`config.mk`:
```
export PLATFORM = sky130hd
export DESIGN_NAME = telemetry_frame_tlv_parser_top
export DESIGN_NICKNAME = d
export VERILOG_FILES = /design/src/rtl/core/tlvp_pkg.sv /design/src/rtl/core/tlvp_front.sv /design/src/rtl/core/tlvp_queue.sv /design/src/rtl/core/tlvp_back.sv /design/src/rtl/core/telemetry_frame_tlv_parser_top.sv
export SDC_FILE = /design/constraint.sdc
export NUM_CORES = 1
export LEC_CHECK = 0
export BUFFER_PORTS_ARGS = -buffer_cell sky130_fd_sc_hd__buf_2
export CAP_MARGIN = 20
export CELL_PAD_IN_SITES_DETAIL_PLACEMENT = 1
export CELL_PAD_IN_SITES_GLOBAL_PLACEMENT = 1
export CORE_MARGIN = 3
export CORE_UTILIZATION = 56
export DETAILED_ROUTE_END_ITERATION = 7
export GPL_TIMING_DRIVEN = 0
export PLACE_DENSITY_LB_ADDON = 0.1
export SLEW_MARGIN = 20
export SYNTH_ARGS = -nofsm -noshare
export SYNTH_HDL_FRONTEND = slang
export SYNTH_SLANG_ARGS = --single-unit
```
`constraint.sdc`:
```
create_clock -name clk_i -period 25.7 [get_ports clk_i]
set_clock_uncertainty 0.05 [all_clocks]
set_input_delay 3.855 -clock clk_i [delete_from_list [all_inputs] [get_ports clk_i]]
set_output_delay 3.855 -clock clk_i [all_outputs]
set_load 0.005 [all_outputs]
```
`src/rtl/core/tlvp_pkg.sv`:
```
// ----------------------------------------------------------------------------
// tlvp_pkg
// Shared types and constants of the telemetry frame TLV parser.
// ----------------------------------------------------------------------------
package tlvp_pkg;

  // Header layout (byte positions within the 31-byte header)
  localparam int unsigned HdrLen = 31;
  localparam logic [4:0] PosIdHiStart = 5'd4;
  localparam logic [4:0] PosIdLoStart = 5'd12;
  localparam logic [4:0] PosHealth    = 5'd20;
  localparam logic [4:0] PosCountHi   = 5'd29;
  localparam logic [4:0] PosLast      = 5'(HdrLen - 1);

  localparam logic [7:0] Magic [4] = '{8'h52, 8'h48, 8'h4D, 8'h53};

  // Value type codes
  localparam logic [7:0] TypeDouble = 8'd0;
  localparam logic [7:0] TypeInt    = 8'd1;
  localparam logic [7:0] TypeString = 8'd2;

  localparam logic [7:0] DoubleLen = 8'd8;
  localparam logic [7:0] IntLen    = 8'd4;

  typedef enum logic [3:0] {
    K_IDHI   = 4'd0,
    K_IDLO   = 4'd1,
    K_HEALTH = 4'd2,
    K_TIME   = 4'd3,
    K_COUNT  = 4'd4,
    K_KEY    = 4'd5,
    K_DOUBLE = 4'd6,
    K_INT    = 4'd7,
    K_STR    = 4'd8,
    K_PEND   = 4'd9,
    K_OK     = 4'd10,
    K_SHORT  = 4'd11,
    K_BAD    = 4'd12
  } kind_e;

  typedef enum logic [2:0] {
    PH_HEADER,
    PH_KEYLEN,
    PH_KEY,
    PH_TYPE,
    PH_VALUE,
    PH_STRLEN,
    PH_STRING,
    PH_SKIP
  } phase_e;

  typedef enum logic [2:0] {
    S_IDHI,
    S_IDLO,
    S_HEALTH,
    S_TIME,
    S_COUNT,
    S_ITEM,
    S_PEND,
    S_OK
  } step_e;

  // One command word from the front: an optional header group or single
  // item, then an optional parameter end, then an optional packet close.
  typedef struct packed {
    logic        hdr;
    logic        item;
    kind_e       kind;
    logic        item_last;
    logic [63:0] value;      // item value, or the timestamp for a header
    logic [15:0] index;
    logic        pend;
    logic        present;
    logic        ok;
    logic [63:0] id_hi;
    logic [63:0] id_lo;
    logic [7:0]  health;
    logic [15:0] count;
  } cmd_t;

endpackage

```
`src/rtl/core/tlvp_front.sv`:
```
// ----------------------------------------------------------------------------
// tlvp_front
// Byte parser: tracks header and parameter fields, issues command words.
// ----------------------------------------------------------------------------
module tlvp_front (
  input  logic          clk_i,
  input  logic          rst_ni,
  input  logic          accept_i,
  input  logic [7:0]    packet_byte_i,
  input  logic          end_of_packet_i,
  output logic          push_o,
  output tlvp_pkg::cmd_t cmd_o
);
  import tlvp_pkg::*;

  logic [4:0]  pos_q, pos_d;
  phase_e      phase_q, phase_d;
  logic [63:0] id0_q, id0_d, id1_q, id1_d;
  logic [7:0]  health_q, health_d;
  logic [63:0] ts_q, ts_d;
  logic [15:0] count_q, count_d;
  logic [15:0] done_q, done_d;
  logic [7:0]  left_q, left_d;
  logic [63:0] gather_q, gather_d;
  logic [7:0]  vtype_q, vtype_d;
  logic        bad_q, bad_d;

  always_ff @(posedge clk_i or negedge rst_ni) begin
    if (!rst_ni) begin
      pos_q    <= '0;
      phase_q  <= PH_HEADER;
      id0_q    <= '0;
      id1_q    <= '0;
      health_q <= '0;
      ts_q     <= '0;
      count_q  <= '0;
      done_q   <= '0;
      left_q   <= '0;
      gather_q <= '0;
      vtype_q  <= '0;
      bad_q    <= 1'b0;
    end else if (accept_i) begin
      pos_q    <= pos_d;
      phase_q  <= phase_d;
      id0_q    <= id0_d;
      id1_q    <= id1_d;
      health_q <= health_d;
      ts_q     <= ts_d;
      count_q  <= count_d;
      done_q   <= done_d;
      left_q   <= left_d;
      gather_q <= gather_d;
      vtype_q  <= vtype_d;
      bad_q    <= bad_d;
    end
  end

  logic [7:0]  b;
  logic        eop;
  logic        restart;
  logic [15:0] count_new;
  logic [15:0] done_inc;
  logic [7:0]  left_dec;
  logic [7:0]  total;
  logic [2:0]  lane;
  logic [63:0] gather_new;

  assign b         = packet_byte_i;
  assign eop       = end_of_packet_i;
  assign count_new = {count_q[7:0], b};
  assign done_inc  = done_q + 16'd1;
  assign left_dec  = left_q - 8'd1;
  assign total     = (vtype_q == TypeDouble) ? DoubleLen : IntLen;
  assign lane      = 3'(total - left_q);

  always_comb begin
    gather_new = gather_q;
    for (int i = 0; i < 8; i++) begin
      if (lane == 3'(i)) gather_new[8*i +: 8] = gather_q[8*i +: 8] | b;
    end
  end

  always_comb begin
    pos_d    = pos_q;
    phase_d  = phase_q;
    id0_d    = id0_q;
    id1_d    = id1_q;
    health_d = health_q;
    ts_d     = ts_q;
    count_d  = count_q;
    done_d   = done_q;
    left_d   = left_q;
    gather_d = gather_q;
    vtype_d  = vtype_q;
    bad_d    = bad_q;
    restart  = 1'b0;

    cmd_o           = '0;
    cmd_o.kind      = K_KEY;
    cmd_o.id_hi     = id0_q;
    cmd_o.id_lo     = id1_q;
    cmd_o.health    = health_q;
    cmd_o.count     = count_new;

    unique case (phase_q)
      PH_HEADER: begin
        if (pos_q < PosIdHiStart) begin
          if (b != Magic[pos_q[1:0]]) bad_d = 1'b1;
        end else if (pos_q < PosIdLoStart) begin
          id0_d = {id0_q[55:0], b};
        end else if (pos_q < PosHealth) begin
          id1_d = {id1_q[55:0], b};
        end else if (pos_q == PosHealth) begin
          health_d = b;
        end else if (pos_q < PosCountHi) begin
          ts_d = {ts_q[55:0], b};
        end else begin
          count_d = count_new;
        end
        if (pos_q != PosLast) begin
          if (eop) begin
            cmd_o.item      = 1'b1;
            cmd_o.kind      = K_SHORT;
            cmd_o.item_last = 1'b1;
            restart         = 1'b1;
          end else begin
            pos_d = pos_q + 5'd1;
          end
        end else if (bad_d) begin
          cmd_o.item      = 1'b1;
          cmd_o.kind      = K_BAD;
          cmd_o.item_last = 1'b1;
          if (eop) restart = 1'b1;
          else phase_d = PH_SKIP;
        end else begin
          cmd_o.hdr   = 1'b1;
          cmd_o.value = ts_q;
          if (count_new == 16'd0 || eop) begin
            cmd_o.ok = 1'b1;
            if (eop) restart = 1'b1;
            else phase_d = PH_SKIP;
          end else begin
            phase_d = PH_KEYLEN;
          end
        end
      end

      PH_KEYLEN: begin
        if (eop) begin
          cmd_o.ok = 1'b1;
          restart  = 1'b1;
        end else begin
          left_d  = b;
          phase_d = (b == 8'd0) ? PH_TYPE : PH_KEY;
        end
      end

      PH_KEY: begin
        cmd_o.item  = 1'b1;
        cmd_o.kind  = K_KEY;
        cmd_o.value = {56'd0, b};
        cmd_o.index = done_q;
        if (eop) begin
          cmd_o.ok = 1'b1;
          restart  = 1'b1;
        end else begin
          left_d = left_dec;
          if (left_dec == 8'd0) phase_d = PH_TYPE;
        end
      end

      PH_TYPE: begin
        vtype_d  = b;
        gather_d = '0;
        if ((b == TypeDouble || b == TypeInt || b == TypeString) && !eop) begin
          if (b == TypeString) begin
            phase_d = PH_STRLEN;
          end else begin
            left_d  = (b == TypeDouble) ? DoubleLen : IntLen;
            phase_d = PH_VALUE;
          end
        end else begin
          cmd_o.pend = 1'b1;
        end
      end

      PH_VALUE: begin
        left_d = left_dec;
        if (left_dec != 8'd0) begin
          gather_d = gather_new;
          if (eop) cmd_o.pend = 1'b1;
        end else begin
          cmd_o.item  = 1'b1;
          cmd_o.index = done_q;
          if (vtype_q == TypeDouble) begin
            cmd_o.kind  = K_DOUBLE;
            cmd_o.value = gather_new;
          end else begin
            cmd_o.kind  = K_INT;
            cmd_o.value = {{32{gather_new[31]}}, gather_new[31:0]};
          end
          cmd_o.pend    = 1'b1;
          cmd_o.present = 1'b1;
        end
      end

      PH_STRLEN: begin
        if (b == 8'd0) begin
          cmd_o.pend    = 1'b1;
          cmd_o.present = 1'b1;
        end else if (eop) begin
          cmd_o.pend = 1'b1;
        end else begin
          left_d  = b;
          phase_d = PH_STRING;
        end
      end

      PH_STRING: begin
        cmd_o.item  = 1'b1;
        cmd_o.kind  = K_STR;
        cmd_o.value = {56'd0, b};
        cmd_o.index = done_q;
        left_d      = left_dec;
        if (left_dec == 8'd0) begin
          cmd_o.pend    = 1'b1;
          cmd_o.present = 1'b1;
        end else if (eop) begin
          cmd_o.pend = 1'b1;
        end
      end

      PH_SKIP: begin
        if (eop) restart = 1'b1;
      end

      default: ;
    endcase

    // Parameter end: advance the count, or close the packet
    if (cmd_o.pend) begin
      cmd_o.index = done_q;
      if (!cmd_o.present && eop) begin
        cmd_o.ok = 1'b1;
        restart  = 1'b1;
      end else begin
        done_d = done_inc;
        if (done_inc == count_q || eop) begin
          cmd_o.ok = 1'b1;
          if (eop) restart = 1'b1;
          else phase_d = PH_SKIP;
        end else begin
          phase_d = PH_KEYLEN;
        end
      end
    end

    if (restart) begin
      pos_d    = '0;
      phase_d  = PH_HEADER;
      id0_d    = '0;
      id1_d    = '0;
      health_d = '0;
      ts_d     = '0;
      count_d  = '0;
      done_d   = '0;
      left_d   = '0;
      gather_d = '0;
      vtype_d  = '0;
      bad_d    = 1'b0;
    end
  end

  assign push_o = accept_i && (cmd_o.hdr || cmd_o.item || cmd_o.pend || cmd_o.ok);

endmodule

```
`src/rtl/core/tlvp_queue.sv`:
```
// ----------------------------------------------------------------------------
// tlvp_queue
// Small register queue of command words between front and back.
// ----------------------------------------------------------------------------
module tlvp_queue #(
  parameter int unsigned Depth = 2
) (
  input  logic           clk_i,
  input  logic           rst_ni,
  input  logic           push_i,
  input  tlvp_pkg::cmd_t cmd_i,
  output logic           full_o,
  input  logic           pop_i,
  output logic           empty_o,
  output tlvp_pkg::cmd_t head_o
);
  import tlvp_pkg::*;

  localparam int unsigned PtrW = (Depth > 1) ? $clog2(Depth) : 1;
  localparam int unsigned CntW = $clog2(Depth + 1);
  localparam logic [PtrW-1:0] PtrLast = PtrW'(Depth - 1);
  localparam logic [CntW-1:0] CntFull = CntW'(Depth);

  cmd_t            mem_q [Depth];
  logic [PtrW-1:0] wr_q, wr_d, rd_q, rd_d;
  logic [CntW-1:0] cnt_q, cnt_d;
  logic            do_push, do_pop;

  assign full_o  = (cnt_q == CntFull);
  assign empty_o = (cnt_q == '0);
  assign head_o  = mem_q[rd_q];
  assign do_push = push_i && !full_o;
  assign do_pop  = pop_i && !empty_o;

  always_comb begin
    wr_d  = do_push ? ((wr_q == PtrLast) ? '0 : wr_q + PtrW'(1)) : wr_q;
    rd_d  = do_pop ? ((rd_q == PtrLast) ? '0 : rd_q + PtrW'(1)) : rd_q;
    cnt_d = cnt_q + CntW'(do_push) - CntW'(do_pop);
  end

  always_ff @(posedge clk_i or negedge rst_ni) begin
    if (!rst_ni) begin
      wr_q  <= '0;
      rd_q  <= '0;
      cnt_q <= '0;
    end else begin
      wr_q  <= wr_d;
      rd_q  <= rd_d;
      cnt_q <= cnt_d;
    end
  end

  always_ff @(posedge clk_i) begin
    if (do_push) mem_q[wr_q] <= cmd_i;
  end

endmodule

```
`src/rtl/core/tlvp_back.sv`:
```
// ----------------------------------------------------------------------------
// tlvp_back
// Expands command words into result words, one per cycle while the output
// is not stalled, into an output register.
// ----------------------------------------------------------------------------
module tlvp_back (
  input  logic           clk_i,
  input  logic           rst_ni,
  input  logic           empty_i,
  input  tlvp_pkg::cmd_t head_i,
  output logic           pop_o,
  output logic           out_valid_o,
  input  logic           out_stall_i,
  output logic [3:0]     result_kind_o,
  output logic [63:0]    result_value_o,
  output logic [15:0]    parameter_index_o,
  output logic           value_present_o,
  output logic           last_of_packet_o
);
  import tlvp_pkg::*;

  cmd_t        cur_q, cur_d;
  logic        cur_valid_q, cur_valid_d;
  step_e       step_q, step_d;
  logic        out_valid_q, out_valid_d;
  kind_e       kind_q, kind_d;
  logic [63:0] value_q, value_d;
  logic [15:0] index_q, index_d;
  logic        present_q, present_d;
  logic        last_q, last_d;

  logic  emit, done;
  step_e nxt, first;

  always_ff @(posedge clk_i or negedge rst_ni) begin
    if (!rst_ni) begin
      cur_valid_q <= 1'b0;
      step_q      <= S_OK;
      out_valid_q <= 1'b0;
    end else begin
      cur_valid_q <= cur_valid_d;
      step_q      <= step_d;
      out_valid_q <= out_valid_d;
    end
  end

  always_ff @(posedge clk_i) begin
    cur_q     <= cur_d;
    kind_q    <= kind_d;
    value_q   <= value_d;
    index_q   <= index_d;
    present_q <= present_d;
    last_q    <= last_d;
  end

  always_comb begin
    first = head_i.hdr ? S_IDHI : head_i.item ? S_ITEM : head_i.pend ? S_PEND : S_OK;

    done = 1'b0;
    nxt  = S_OK;
    unique case (step_q)
      S_IDHI:   nxt = S_IDLO;
      S_IDLO:   nxt = S_HEALTH;
      S_HEALTH: nxt = S_TIME;
      S_TIME:   nxt = S_COUNT;
      S_COUNT:  done = !cur_q.ok;
      S_ITEM: begin
        if (cur_q.pend) nxt = S_PEND;
        else done = !cur_q.ok;
      end
      S_PEND:   done = !cur_q.ok;
      S_OK:     done = 1'b1;
      default:  done = 1'b1;
    endcase

    emit  = cur_valid_q && (!out_valid_q || !out_stall_i);
    pop_o = (!cur_valid_q || (emit && done)) && !empty_i;

    cur_d       = cur_q;
    cur_valid_d = cur_valid_q;
    step_d      = step_q;
    if (!cur_valid_q || (emit && done)) begin
      cur_valid_d = !empty_i;
      // load only a real head word
      if (!empty_i) begin
        cur_d  = head_i;
        step_d = first;
      end
    end else if (emit) begin
      step_d = nxt;
    end

    out_valid_d = emit ? 1'b1 : (out_stall_i ? out_valid_q : 1'b0);
    kind_d      = kind_q;
    value_d     = value_q;
    index_d     = index_q;
    present_d   = present_q;
    last_d      = last_q;
    if (emit) begin
      value_d   = '0;
      index_d   = '0;
      present_d = 1'b0;
      last_d    = 1'b0;
      unique case (step_q)
        S_IDHI: begin
          kind_d  = K_IDHI;
          value_d = cur_q.id_hi;
        end
        S_IDLO: begin
          kind_d  = K_IDLO;
          value_d = cur_q.id_lo;
        end
        S_HEALTH: begin
          kind_d  = K_HEALTH;
          value_d = {56'd0, cur_q.health};
        end
        S_TIME: begin
          kind_d  = K_TIME;
          value_d = cur_q.value;
        end
        S_COUNT: begin
          kind_d  = K_COUNT;
          value_d = {48'd0, cur_q.count};
        end
        S_ITEM: begin
          kind_d  = cur_q.kind;
          value_d = cur_q.value;
          index_d = cur_q.index;
          last_d  = cur_q.item_last;
        end
        S_PEND: begin
          kind_d    = K_PEND;
          index_d   = cur_q.index;
          present_d = cur_q.present;
        end
        S_OK: begin
          kind_d = K_OK;
          last_d = 1'b1;
        end
        default: kind_d = K_OK;
      endcase
    end
  end

  assign out_valid_o       = out_valid_q;
  assign result_kind_o     = kind_q;
  assign result_value_o    = value_q;
  assign parameter_index_o = index_q;
  assign value_present_o   = present_q;
  assign last_of_packet_o  = last_q;

endmodule

```
`src/rtl/core/telemetry_frame_tlv_parser_top.sv`:
```
// ----------------------------------------------------------------------------
// telemetry_frame_tlv_parser_top
// Streaming telemetry frame parser: header check and TLV parameter results.
// ----------------------------------------------------------------------------
//   channel  | direction | handshake              | payload
//   ---------+-----------+------------------------+---------------------------
//   in       | input     | in_valid_i / in_stall_o | packet_byte_i, end_of_packet_i
//   out      | output    | out_valid_o/out_stall_i | result_kind_o, result_value_o,
//            |           |                        | parameter_index_o,
//            |           |                        | value_present_o, last_of_packet_o
//
// The front takes one byte per cycle while the command queue has room.
// The back sends one result word per cycle while out_stall_i is low; a byte
// makes up to six results (the last header byte), so the output port sets the
// sustained rate.
// Reset clears all parser state and empties the queue; no clearing pass.
// in_stall_o is high exactly while the command queue is full.
// ----------------------------------------------------------------------------
module telemetry_frame_tlv_parser_top #(
  parameter int unsigned QUEUE_DEPTH = 2
) (
  input  logic        clk_i,
  input  logic        rst_ni,
  input  logic        in_valid_i,
  output logic        in_stall_o,
  input  logic [7:0]  packet_byte_i,
  input  logic        end_of_packet_i,
  output logic        out_valid_o,
  input  logic        out_stall_i,
  output logic [3:0]  result_kind_o,
  output logic [63:0] result_value_o,
  output logic [15:0] parameter_index_o,
  output logic        value_present_o,
  output logic        last_of_packet_o
);
  import tlvp_pkg::*;

  logic accept;
  logic push, full, pop, empty;
  cmd_t cmd, head;

  assign in_stall_o = full;
  assign accept     = in_valid_i && !in_stall_o;

  tlvp_front u_front (
    .clk_i          (clk_i),
    .rst_ni         (rst_ni),
    .accept_i       (accept),
    .packet_byte_i  (packet_byte_i),
    .end_of_packet_i(end_of_packet_i),
    .push_o         (push),
    .cmd_o          (cmd)
  );

  tlvp_queue #(
    .Depth(QUEUE_DEPTH)
  ) u_queue (
    .clk_i  (clk_i),
    .rst_ni (rst_ni),
    .push_i (push),
    .cmd_i  (cmd),
    .full_o (full),
    .pop_i  (pop),
    .empty_o(empty),
    .head_o (head)
  );

  tlvp_back u_back (
    .clk_i            (clk_i),
    .rst_ni           (rst_ni),
    .empty_i          (empty),
    .head_i           (head),
    .pop_o            (pop),
    .out_valid_o      (out_valid_o),
    .out_stall_i      (out_stall_i),
    .result_kind_o    (result_kind_o),
    .result_value_o   (result_value_o),
    .parameter_index_o(parameter_index_o),
    .value_present_o  (value_present_o),
    .last_of_packet_o (last_of_packet_o)
  );

  // A command is never offered to a full queue
  a_no_overflow: assert property (@(posedge clk_i) disable iff (!rst_ni)
    push |-> !full)
    else $error("command pushed into full queue");

  // Header words leave back to back once the upper id word is taken
  a_hdr_seq: assert property (@(posedge clk_i) disable iff (!rst_ni)
    (out_valid_o && !out_stall_i && result_kind_o == K_IDHI)
      |=> (out_valid_o && result_kind_o == K_IDLO))
    else $error("header words not contiguous");

  // Packet close marks only on closing kinds, present flag only on parameter end
  a_flags: assert property (@(posedge clk_i) disable iff (!rst_ni)
    out_valid_o |->
      ((!last_of_packet_o || result_kind_o == K_OK || result_kind_o == K_SHORT ||
        result_kind_o == K_BAD) &&
       (!value_present_o || result_kind_o == K_PEND)))
    else $error("result flags inconsistent with kind");

endmodule
```
==> results.sh <==
export IMPL_status="finished, final reports clean"
export IMPL_switchingPower_uw=2270
export IMPL_crit_buf_inv=7
export IMPL_path_class="in -> reg"
export IMPL_design_die_area_um2=84200
export IMPL_syn_nets=3326
export IMPL_grt_max_degree=103
export IMPL_cp_required_ns=26.02
export IMPL_synth_seq_cells=1140
export IMPL_netlist_top_cells_area="edfxtp_1 (54%), dfrtp_1 (18%), mux2_2 (6.1%)"
export IMPL_hold_viol=0
export IMPL_crit_top_cell="buf_12"
export IMPL_max_cap_violations=0
export IMPL_antenna_left=0
export IMPL_clockBufferDepth=3
export IMPL_synth_edf_count=810
export IMPL_num_rows=103
export IMPL_gp_congestion=0.872
export IMPL_power_leakage_uw=0.0192
export IMPL_period_minus_slack_ns=7.70
export IMPL_syn_inst=3301
export IMPL_reg2reg_depth=14
export IMPL_cp_max_fo=26
export IMPL_die_w_um=290
export IMPL_worst_pin_slew_ns=1.23
export IMPL_critPathLaunchType="input port"
export IMPL_insertion_delay_ns=0.68
export IMPL_pin_count=101
export IMPL_post_cts_resized=0
export IMPL_pwr_share_comb_pct=28.6
export IMPL_syn_area_um2=45200
export IMPL_yosys_area_top_type="edfxtp_1"
export IMPL_slew_viol_final=0
export IMPL_die_y_um=290
export IMPL_avgViaCountPerCell=6.31
export IMPL_worstPathArrival_ns=8.02
export IMPL_cts_max_level=3
export IMPL_clkTransAtPathRegs_ns=0.07
export IMPL_setup_viol=0
export IMPL_crit_family="buffers and inverters"
export IMPL_place_inst=4484
export IMPL_dr_pass1_iters=7
export IMPL_cts_buffers=113
export IMPL_routed_wirelength_um=143000
export IMPL_drt_iter0_drc=3047
export IMPL_grt_total_usage_pct=33.7
export IMPL_hpwlAfterDp_um=96500
export IMPL_relSlewSlack_pct=17.7
export IMPL_numPortBuffers=99
export IMPL_slowest_delay_ns=0.65
export IMPL_vias=29600
export IMPL_cp_cell_sequence="buf_2 -> clkbuf_1 -> nor4bb_1 -> nor2_1 -> nor3_1 -> nor2_1 -> nor3_1 -> o41a_1 -> nor2b_4 -> buf_16 -> buf_12 -> buf_16 -> buf_12 -> buf_12"
export IMPL_yosys_warnings=0
export IMPL_syn_to_final_growth_pct=14.4
export IMPL_wire_per_inst_um=30.3
export IMPL_rsz0062_at_grt="no"
export IMPL_core_um2=79500
export IMPL_power_frac_clock_pct=25.8
export IMPL_postCtsSetupBuffers=0
export IMPL_worstHoldPathCells=0
export IMPL_max_freq_mhz=130
export IMPL_pwr_share_seq_pct=45.6
export IMPL_postSynth_asyncResetShare_pct=28.9
export IMPL_synth_cell_type_count=74
export IMPL_fin_nets=3574
export IMPL_clock_sinks=1140
export IMPL_grt_overflow_total=0
export IMPL_netlist_area_leader_share_pct=53.8
export IMPL_cts_hold_buf=0
export IMPL_initial_core_util_pct=56.9
export IMPL_hp_class="reg -> reg"
export IMPL_yosysMostFrequentCell="edfxtp_1"
export IMPL_synthTopCellsByCount="edfxtp_1 (810), nand2_1 (585), o21ai_0 (368)"
export IMPL_cts_tree="built"
export IMPL_grt_pass1_vias=31500
export IMPL_fin_crit_sh_pct=29.9
export IMPL_ys_seq_area_share_pct=72.0
export IMPL_ys_flop_type="edfxtp_1"
export IMPL_switching_share_pct=34.5
export IMPL_cp_depth=14
export IMPL_final_layout_size_suffix_gt1_share_pct=15.8
export IMPL_stdcell_count=4701
export IMPL_grt_pass1_wl_um=211000
export IMPL_setup_tns_ns=0
export IMPL_avgSynthCellArea_um2=13.7
export IMPL_antenna_found_initial=14
export IMPL_powerDensity_nw_per_um2=127
export IMPL_fin_hold_ws_ns=0.424
export IMPL_cp_slowest_cell="nor3_1"
export IMPL_p_int_uw=4310
export IMPL_setup_worst_path_end_class="flip-flop"
export IMPL_cts_root_buf="clkbuf_16"
export IMPL_ir_drop_mv=0.0686
export IMPL_drc=0
[cell type report]
type                       count  area (um2)
clock buffer                 159        3190
inverter                      35         131
clock inverter                56         609
fill                        7452       27700
sequential                  1140       32600
multi-input combinational   1905       11700
tap                         1050        1310
timing repair buffer         133        1380
antenna                        2        5.00
buffer                       221         840
[state kept, by name, indices dropped and copies added, names as in the netlist, 4 cells and up]
signal and cells:
u_front.id1_q 64, u_back.parameter_index_o 16, u_front.health_q 8, u_front.gather_q 64, u_front.count_q 16, u_front.pos_q 5, u_front.done_q 16, u_front.ts_q 64
u_front.id0_q 64, u_back.result_kind_o 4, u_front.vtype_q 8, u_queue.mem_q 484, u_back.cur_q 240, u_front.left_q 8, u_back.result_value_o 64
[kinds of logic (layout without fill, tap and decap cells)]
family / count (synthesis) / after routing / synth area share (%)
and+or+nand+nor: 845 / 845 / 7.89
buffers and inverters: 256 / 604 / 2.15
muxes: 329 / 329 / 7.96
DFF: 1140 / 1140 / 72.0
other: 0 / 2 / 0
adders and majority gates: 12 / 12 / 0.332
xor gates and xnor gates: 34 / 34 / 0.692
AOI/OAI and AO/OA: 685 / 685 / 8.94
[power by group through the flow]
stage	registers, uW	clock network [uW]	logic, uW
after floorplan	3020	0	1050
after global placement	3200	0	1590
after global routing	3030	1800	2010
after CTS	2990	1710	1870
after detailed placement	3000	0	1810
final	3000	1700	1880
[stage by stage]
stage	setup WS (ns)	instance area (um2)	total power [uW]	utilization, %
after floorplan	7.69	45200	4070	-
after detailed placement	17.43	48000	4810	60.3
final	18.00	51800	6580	65.1
after global routing	17.97	51800	6840	65.1
after CTS	18.13	51800	6570	65.1
after global placement	0.906	47000	4800	59.2
[placed cells by master, fill, tap and decap left out, types with 8 or more instances in the layout]
cell type  count
edfxtp_1     810
nand2_1      585
o21ai_0      367
dfrtp_1      327
mux2_2       246
clkbuf_1     229
clkbuf_16    115
a21oi_1      114
nor2_1       106
buf_2        103
mux2i_1       83
a22o_1        81
a31oi_1       37
inv_1         35
buf_16        27
and2_1        22
clkinv_2      22
and3_1        20
nand3_1       19
xnor2_1       19
nor3_1        17
nor2b_1       15
buf_1         15
clkbuf_8      15
xor2_1        14
clkinv_1      14
a211oi_1      12
ha_1          12
nand4_1       11
bufinv_16     10
a41oi_1        8
[metal layers]
| metal | track usage [%] | vias to the layer above | wire length, um |
|---|---|---|---|
| met4 | 12.6 | 2 | 5830 |
| met5 | 0 | - | 13 |
| li1 | - | 12600 | - |
| met1 | 44.4 | 15400 | 55400 |
| met2 | 56.6 | 1393 | 70400 |
| met3 | 5.98 | 319 | 10900 |
[worst paths after layout]
| kind | start | end | slack, ns |
|---|---|---|---|
| max | packet_byte_i[4] | u_queue.mem_q[0][110] | 18.00 |
| min | u_front.health_q[5] | u_queue.mem_q[0][21] | 0.42 |
| max reg2reg | u_front.left_q[0] | u_queue.mem_q[0][110] | 21.00 |
| min reg2reg | u_front.health_q[5] | u_queue.mem_q[0][21] | 0.42 |
| max in group asynchronous | rst_ni | u_front.gather_q[34] | 21.00 |
| min in group asynchronous | rst_ni | u_front.id0_q[12] | 3.10 |
Power figures use the tool's default switching activity.
